File: src/rtl/hppp_pkg.sv
// Shared types, character codes and status codes of the IPv6 host/port/prefix parser.
package hppp_pkg;

  localparam int CH_W     = 8;
  localparam int STATUS_W = 2;
  localparam int FIELD_W  = 9;

  // Result status codes
  localparam logic [STATUS_W-1:0] ST_OK     = 2'd0;
  localparam logic [STATUS_W-1:0] ST_SYNTAX = 2'd1;
  localparam logic [STATUS_W-1:0] ST_LONG   = 2'd2;

  // Characters with a meaning to the parser
  localparam logic [CH_W-1:0] CH_NUL      = 8'h00;
  localparam logic [CH_W-1:0] CH_LBRACKET = 8'h5B;  // '['
  localparam logic [CH_W-1:0] CH_RBRACKET = 8'h5D;  // ']'
  localparam logic [CH_W-1:0] CH_PERCENT  = 8'h25;  // '%'
  localparam logic [CH_W-1:0] CH_COLON    = 8'h3A;  // ':'
  localparam logic [CH_W-1:0] CH_SLASH    = 8'h2F;  // '/'

  typedef struct packed {
    logic [STATUS_W-1:0] status;
    logic [FIELD_W-1:0]  host_length;
    logic [FIELD_W-1:0]  port_offset;
    logic [FIELD_W-1:0]  port_length;
    logic [FIELD_W-1:0]  prefix_offset;
    logic [FIELD_W-1:0]  prefix_length;
  } result_t;

  function automatic logic is_digit(input logic [CH_W-1:0] c);
    return (c >= 8'h30) && (c <= 8'h39);
  endfunction

  // Hex digits of either case, plus the group separator
  function automatic logic is_host_char(input logic [CH_W-1:0] c);
    return is_digit(c) || ((c >= 8'h61) && (c <= 8'h66)) ||
           ((c >= 8'h41) && (c <= 8'h46)) || (c == CH_COLON);
  endfunction

endpackage

File: src/rtl/hppp_core.sv
// Parse state machine: mode, position, sticky status and field offsets, one character a step.
module hppp_core import hppp_pkg::*; #(
  parameter int MAX_LEN = 255
) (
  input  logic            clk,
  input  logic            rst,
  input  logic            step,
  input  logic [CH_W-1:0] ch,
  output result_t         res
);

  localparam int PW = $clog2(MAX_LEN + 1);
  localparam int FW = $clog2(MAX_LEN + 2);

  typedef enum logic [2:0] {
    MODE_BRACKET,
    MODE_HOST,
    MODE_IFACE,
    MODE_AFTER,
    MODE_PORT,
    MODE_PREFIX
  } mode_t;

  mode_t               mode, mode_next;
  logic [PW-1:0]       pos, pos_next;
  logic [STATUS_W-1:0] err, err_next;
  logic [FW-1:0]       host_len, host_len_next;
  logic [FW-1:0]       port_off, port_off_next;
  logic [FW-1:0]       port_len, port_len_next;
  logic [FW-1:0]       prefix_off, prefix_off_next;
  logic [FW-1:0]       prefix_len;
  logic [FW-1:0]       pos_w;
  logic                nul;
  logic                live;

  assign nul   = (ch == CH_NUL);
  assign pos_w = FW'(pos);

  // Next-state logic for one character
  always_comb begin
    mode_next       = mode;
    pos_next        = pos;
    err_next        = err;
    host_len_next   = host_len;
    port_off_next   = port_off;
    port_len_next   = port_len;
    prefix_off_next = prefix_off;
    prefix_len      = '0;

    // Length limit is checked before the character is parsed
    if ((err == ST_OK) && !nul && (pos >= PW'(MAX_LEN))) begin
      err_next = ST_LONG;
    end
    live = (err_next == ST_OK);

    if (live) begin
      unique case (mode)
        MODE_BRACKET: begin
          if (ch == CH_LBRACKET) mode_next = MODE_HOST;
          else                   err_next  = ST_SYNTAX;
        end
        MODE_HOST: begin
          if ((ch == CH_RBRACKET) || nul || (ch == CH_PERCENT)) begin
            host_len_next = pos_w - FW'(1);
            if (pos_w == FW'(1)) err_next = ST_SYNTAX;
            mode_next = (ch == CH_PERCENT) ? MODE_IFACE : MODE_AFTER;
          end else if (!is_host_char(ch)) begin
            err_next = ST_SYNTAX;
          end
        end
        MODE_IFACE: begin
          if (ch == CH_RBRACKET) mode_next = MODE_AFTER;
          else if (nul)          err_next  = ST_SYNTAX;
        end
        MODE_AFTER: begin
          // anything other than ':' or '/' is skipped here
          if (ch == CH_COLON) begin
            mode_next     = MODE_PORT;
            port_off_next = pos_w + FW'(1);
          end else if (ch == CH_SLASH) begin
            mode_next       = MODE_PREFIX;
            prefix_off_next = pos_w + FW'(1);
          end
        end
        MODE_PORT: begin
          if ((ch == CH_SLASH) || nul) begin
            port_len_next   = pos_w - port_off;
            prefix_off_next = pos_w + FW'(1);
            mode_next       = MODE_PREFIX;
            if (pos_w == port_off) err_next = ST_SYNTAX;
          end else if (!is_digit(ch)) begin
            err_next = ST_SYNTAX;
          end
        end
        MODE_PREFIX: begin
          if (nul) begin
            prefix_len = pos_w - prefix_off;
            if (pos_w == prefix_off) err_next = ST_SYNTAX;
          end else if (!is_digit(ch)) begin
            err_next = ST_SYNTAX;
          end
        end
        default: begin
          err_next = ST_SYNTAX;
        end
      endcase
      if (!nul && (pos < PW'(MAX_LEN))) pos_next = pos + PW'(1);
    end
  end

  // Result as seen at a terminating NUL; fields are zero on any error
  always_comb begin
    res        = '0;
    res.status = err_next;
    if (err_next == ST_OK) begin
      res.host_length   = FIELD_W'(host_len_next);
      res.port_offset   = FIELD_W'(port_off_next);
      res.port_length   = FIELD_W'(port_len_next);
      res.prefix_offset = FIELD_W'(prefix_off_next);
      res.prefix_length = FIELD_W'(prefix_len);
    end
  end

  // State registers; a NUL restarts the parse
  always_ff @(posedge clk) begin
    if (rst || (step && nul)) begin
      mode       <= MODE_BRACKET;
      pos        <= '0;
      err        <= ST_OK;
      host_len   <= '0;
      port_off   <= '0;
      port_len   <= '0;
      prefix_off <= '0;
    end else if (step) begin
      mode       <= mode_next;
      pos        <= pos_next;
      err        <= err_next;
      host_len   <= host_len_next;
      port_off   <= port_off_next;
      port_len   <= port_len_next;
      prefix_off <= prefix_off_next;
    end
  end

endmodule

File: config.mk
export PLATFORM = sky130hd
export DESIGN_NAME = hppp_core
export DESIGN_NICKNAME = d
export VERILOG_FILES = /design/src/rtl/hppp_pkg.sv /design/src/rtl/hppp_core.sv
export SDC_FILE = /design/constraint.sdc
export NUM_CORES = 1
export LEC_CHECK = 0
export ABC_CLOCK_PERIOD_IN_PS = 7900
export BUFFER_PORTS_ARGS = -buffer_cell sky130_fd_sc_hd__buf_2
export CAP_MARGIN = 20
export CORE_ASPECT_RATIO = 1.5
export CORE_MARGIN = 4
export CORE_UTILIZATION = 50
export CTS_BUF_LIST = sky130_fd_sc_hd__clkbuf_2
export DETAILED_ROUTE_END_ITERATION = 10
export GPL_ROUTABILITY_DRIVEN = 0
export GPL_TIMING_DRIVEN = 0
export PLACE_DENSITY = 0.71
export SYNTH_ARGS = -nofsm -noshare
export SYNTH_HDL_FRONTEND = slang
export SYNTH_SLANG_ARGS = --single-unit
File: constraint.sdc
create_clock -name clk -period 7.9 [get_ports clk]
set_input_delay 0.79 -clock clk [delete_from_list [all_inputs] [get_ports clk]]
set_output_delay 0.79 -clock clk [all_outputs]
set_load 0.02 [all_outputs]
# Word-level counts from Yosys, hierarchy flattened
# Index checks and enable logic that the tools add are counted.
[word_totals] input_bits=11 register_bits=49 memories=0 latchBits=0 output_inout_bits=47 ram_bits=0 rom_bits=0
[classes] n_reduce_logical=23 eq_ne=18 multipliers=0 n_mux=40 n_bitwise=0 shifts=0 add_sub_neg=5 div=0 magnitude_cmp=8
[op_table] op="two-way mux 9 bit" n=16
[op_table] op="two-way mux 45 bit" n=1
[op_table] op="two-way mux 2 bit" n=13
[op_table] op="equality test 8 x 6 -> 1 bit (second input constant)" n=3
[op_table] op="equality test 8 x 9 -> 1 bit" n=2
[op_table] op="two-way mux 3 bit" n=6
[op_table] op="one-hot mux 9 bit (2 select lines)" n=1
[op_table] op="subtractor 8 x 9 -> 9 bit" n=2
[op_table] op="equality test 8 x 7 -> 1 bit (second input constant)" n=2
[op_table] op=">= comparator 8 x 7 -> 1 bit (second input constant)" n=2
[op_table] op="<= comparator 8 x 7 -> 1 bit (second input constant)" n=2
[op_table] op="one-hot mux 3 bit (5 select lines)" n=1
[op_table] op="one-hot mux 2 bit (6 select lines)" n=1
[op_table] op="adder 8 x 1 -> 9 bit (second input constant)" n=1
[op_table] op="subtractor 8 x 1 -> 9 bit (second input constant)" n=1
[op_table] op="adder 8 x 1 -> 8 bit (second input constant)" n=1
[op_table] op="equality test 8 x 1 -> 1 bit (second input constant)" n=1
[op_table] op=">= comparator 8 x 6 -> 1 bit (second input constant)" n=1
[op_table] op=">= comparator 8 bit (second input constant)" n=1
[op_table] op="<= comparator 8 x 6 -> 1 bit (second input constant)" n=1
[op_table] op="logical NOT 8 bit" n=1
[op_table] op="less-than comparator 8 bit (second input constant)" n=1
[op_table] op="inequality test 2 bit (second input constant)" n=4
[op_table] op="AND reduction 8 bit" n=1
[op_table] op="12 further kinds" n=28

# Depth between registers and ports, before layout
[logic_depth] depth_word=11 depth_mapped=11

# Worst setup path before layout
# Ideal clock, no wire load.
[synth_timing] path_type="input to output" startpoint="input port ch[3]" endpoint="output port res[2] in the netlist's numbering" t_arrival_ns=3.218 n_path_buf=2 slack_ns=3.892 stages=7 required_ns=7.110 path_cell_list="buf_6 or4_4 or2_1 buf_6 a211o_1 or3_1 nor4_1"
[synth_lines] item="start, declared" line="hppp_core.sv:8" source="input logic [CH_W-1:0] ch,"
[synth_lines] item="end, declared" line="hppp_core.sv:9" source="output result_t res"

==> results_dict.tcl <==
set metrics [dict create \
    status "complete, no violations" \
    yosys_register_bits 49 \
    use_met2 0.448 \
    ys.flop_type "dfxtp_1" \
    holdWs_ns 0.483 \
    place_area_um2 4560 \
    rows 40 \
    drive_gt1_frac 0.224 \
    use_met1 0.293 \
    total_power_mw 0.466 \
    p_per_area_nw_per_um2 101 \
    start_util 0.515 \
    cpMaxStageDelayCell "clkbuf_1" \
    antenna_found_initial 0 \
    cts_hold_buf 0 \
    cts_buffer_depth 2 \
    finalWirelength_um 12000 \
    yosysSeqAreaShare 0.236 \
    worstPathMaxFanout 10 \
    num_antenna_cells 0 \
    syn_area_per_cell_um2 8.03 \
    cts_tree "done" \
    syn_area_um2 4150 \
    clk_pin_slew_ns 0.26 \
    setup_viol 0 \
    numCtsBuffers 5 \
    hp-class "register to register" \
    grt_pass1_wl_um 19600 \
    critPathBufInv 5 \
    fmaxAchievable_mhz 218 \
    critPathKind "register to output pin" \
    layout.cells.non_filler 686 \
    port_buffers 56 \
    gr-total-overflow 0 \
    cts_sinks 49 \
    slowest_delay_ns 0.46 \
    synth_compound_area_frac 0.217 \
    fp.coreArea_um2 8060 \
    cts_resized 0 \
    fin_crit_sh 0.581 \
    insertion_delay_ns 0.46 \
    cts_setup_buffers 0 \
    layout_commonest_cell "nor2_1" \
    io-pin-count 58 \
    leakage_nw 1.70 \
    cp.arrival_ns 3.80 \
    cpLargestDelayFamily "buffers and inverters" \
    grt_pass1_vias 3986 \
    nFillCells 802 \
    dpl.cell_count 678 \
    synth_fa_ha_area_frac 0.0669 \
    gr-usage-met3 0.0323 \
    end_kind "output pin" \
    final_area_um2 4620 \
    required_ns 7.11 \
    drtIter0Drc 243 \
    track_usage 0.255 \
    finalMaxSlewViolations 0 \
    drc 0 \
    grt_max_degree 15 \
    fp.dieArea_um2 9850 \
    synth_cell_type_count 64 \
    max_cap_violations 0 \
    ys_async_sr_fraction 0 \
    wire_per_inst_um 17.5 \
    worst_path_most_repeated_cell "buf_6" \
    hpwl_um 9450 \
    busiest_layer "met2" \
    synthSimpleGateAreaFrac 0.288 \
    max-vdd-ir-drop_mv 0.0706 \
    synthMuxAreaShare 0.0603 \
    drt-pass1-iter-count 5 \
    path_cells "clkbuf_1, inv_1, ha_1, nand4_1, nor3_1, a21oi_1, o211ai_1, a211o_1, buf_6, buf_6, a21o_1, buf_2" \
    hold_viol 0 \
    start_kind "register" \
    dr_total_vias 4051 \
    fin_crit_ns 4.59 \
    tightest_slew_ns 0.987 \
    synth_xor_area_frac 0.0591 \
    fin_tns_setup_ns 0 \
    area_delta_synth_final_pct 11.5 \
    nets 612 \
    postSynthCellCount 517 \
    rsz0062_at_grt "no" \
    synth_top_family_by_area "simple AND/OR/NAND/NOR gates" \
    die_h_um 120 \
    vias_per_cell 5.91 \
    cts_root_buf "clkbuf_2" \
    yosysWarnings 0 \
    antenna_left 0 \
    relSlewSlack 0.337 \
    layout_common_cells "81 x nor2_1, 64 x buf_2, 49 x dfxtp_1" \
    htreeDepth 2 \
    floorplan.die.width_um 82.4 \
    clock_skew_ns 0.0173 \
    synth_edf_count 0 \
    synth_nets 549 \
]
[synthesized netlist by cell type (10+ instances only)]
master | instances | area, um2
nor2_1 | 81 | 304
dfxtp_1 | 49 | 981
inv_1 | 28 | 105
a21oi_1 | 27 | 135
mux2i_1 | 25 | 250
nand2_1 | 23 | 86.3
nor3_2 | 21 | 210
ha_1 | 19 | 238
clkbuf_1 | 18 | 67.6
nor3_1 | 18 | 90.1
a2111oi_2 | 17 | 255
a211oi_1 | 16 | 120
xnor2_1 | 16 | 140
xor2_1 | 12 | 105
o21ai_0 | 10 | 50.1
[worst reg2reg max path, cell delays in order (launching register included)]
cell and delay, ns:
dfxtp_1 0.42, clkbuf_1 0.46, inv_1 0.27, ha_1 0.29, fa_1 0.43, nor2b_1 0.20, o21ai_0 0.12, a21oi_1 0.26
nor3_1 0.08, nor3b_1 0.40, o32ai_1 0.17
[area by class of cell]
type | count | area, um2 | area share
sequential | 49 | 981 | 0.212
clock inverter | 2 | 33.8 | 0.00731
timing repair buffer | 56 | 280 | 0.0606
inverter | 28 | 105 | 0.0227
clock buffer | 6 | 30.0 | 0.00649
tap | 105 | 131 | 0.0284
buffer | 37 | 198 | 0.0427
multi-input combinational | 403 | 2870 | 0.620
[path summary, 6_finish.rpt]
check                             start                          to  slack (ns)  cells after the start
min          prefix_off[1]$_SDFFE_PP0P_  prefix_off[1]$_SDFFE_PP0P_        0.48                      2
min reg2reg  prefix_off[1]$_SDFFE_PP0P_  prefix_off[1]$_SDFFE_PP0P_        0.48                      2
max                 pos[0]$_SDFFE_PP0P_                     res[45]        3.31                     12
max reg2reg         pos[0]$_SDFFE_PP0P_    port_len[8]$_SDFFE_PP0P_        4.69                     10
[per-stage QoR]
stage	setup slack (ns)	util
3_3_place_gp	3.61	0.566
3_5_place_dp	3.61	0.566
5_1_grt	3.09	0.574
6_report	3.31	0.574
4_1_cts	3.31	0.574
2_1_floorplan	3.89	-
[power breakdown]
group	internal, mW	switching, mW	total (mW)
Clock	0.0538	0.0880	0.142
Combinational	0.0217	0.0501	0.0718
Sequential	0.250	0.00248	0.252
[cell families (layout without fill, tap and decap cells)]
kind of cell               count (synthesis)  count (layout)
muxes                                     25              25
adders and majority gates                 21              21
and+or+nand+nor                          217             217
buffers and inverters                     65             129
DFF                                       49              49
xor gates and xnor gates                  28              28
AOI/OAI and AO/OA                        112             112
[state kept, by name, indices dropped and copies added, names as in the netlist]
name        count
prefix_off      9
err             2
port_len        9
pos             8
host_len        9
port_off        9
mode            3
[layer usage]
| metal | share of wire | wire length [um] |
|---|---|---|
| met1 | 0.38 | 4580 |
| met2 | 0.53 | 6370 |
| met3 | 0.040 | 478 |
| met4 | 0.047 | 560 |
| met5 | 0 | 0 |
(Power assumes the default switching activity.)
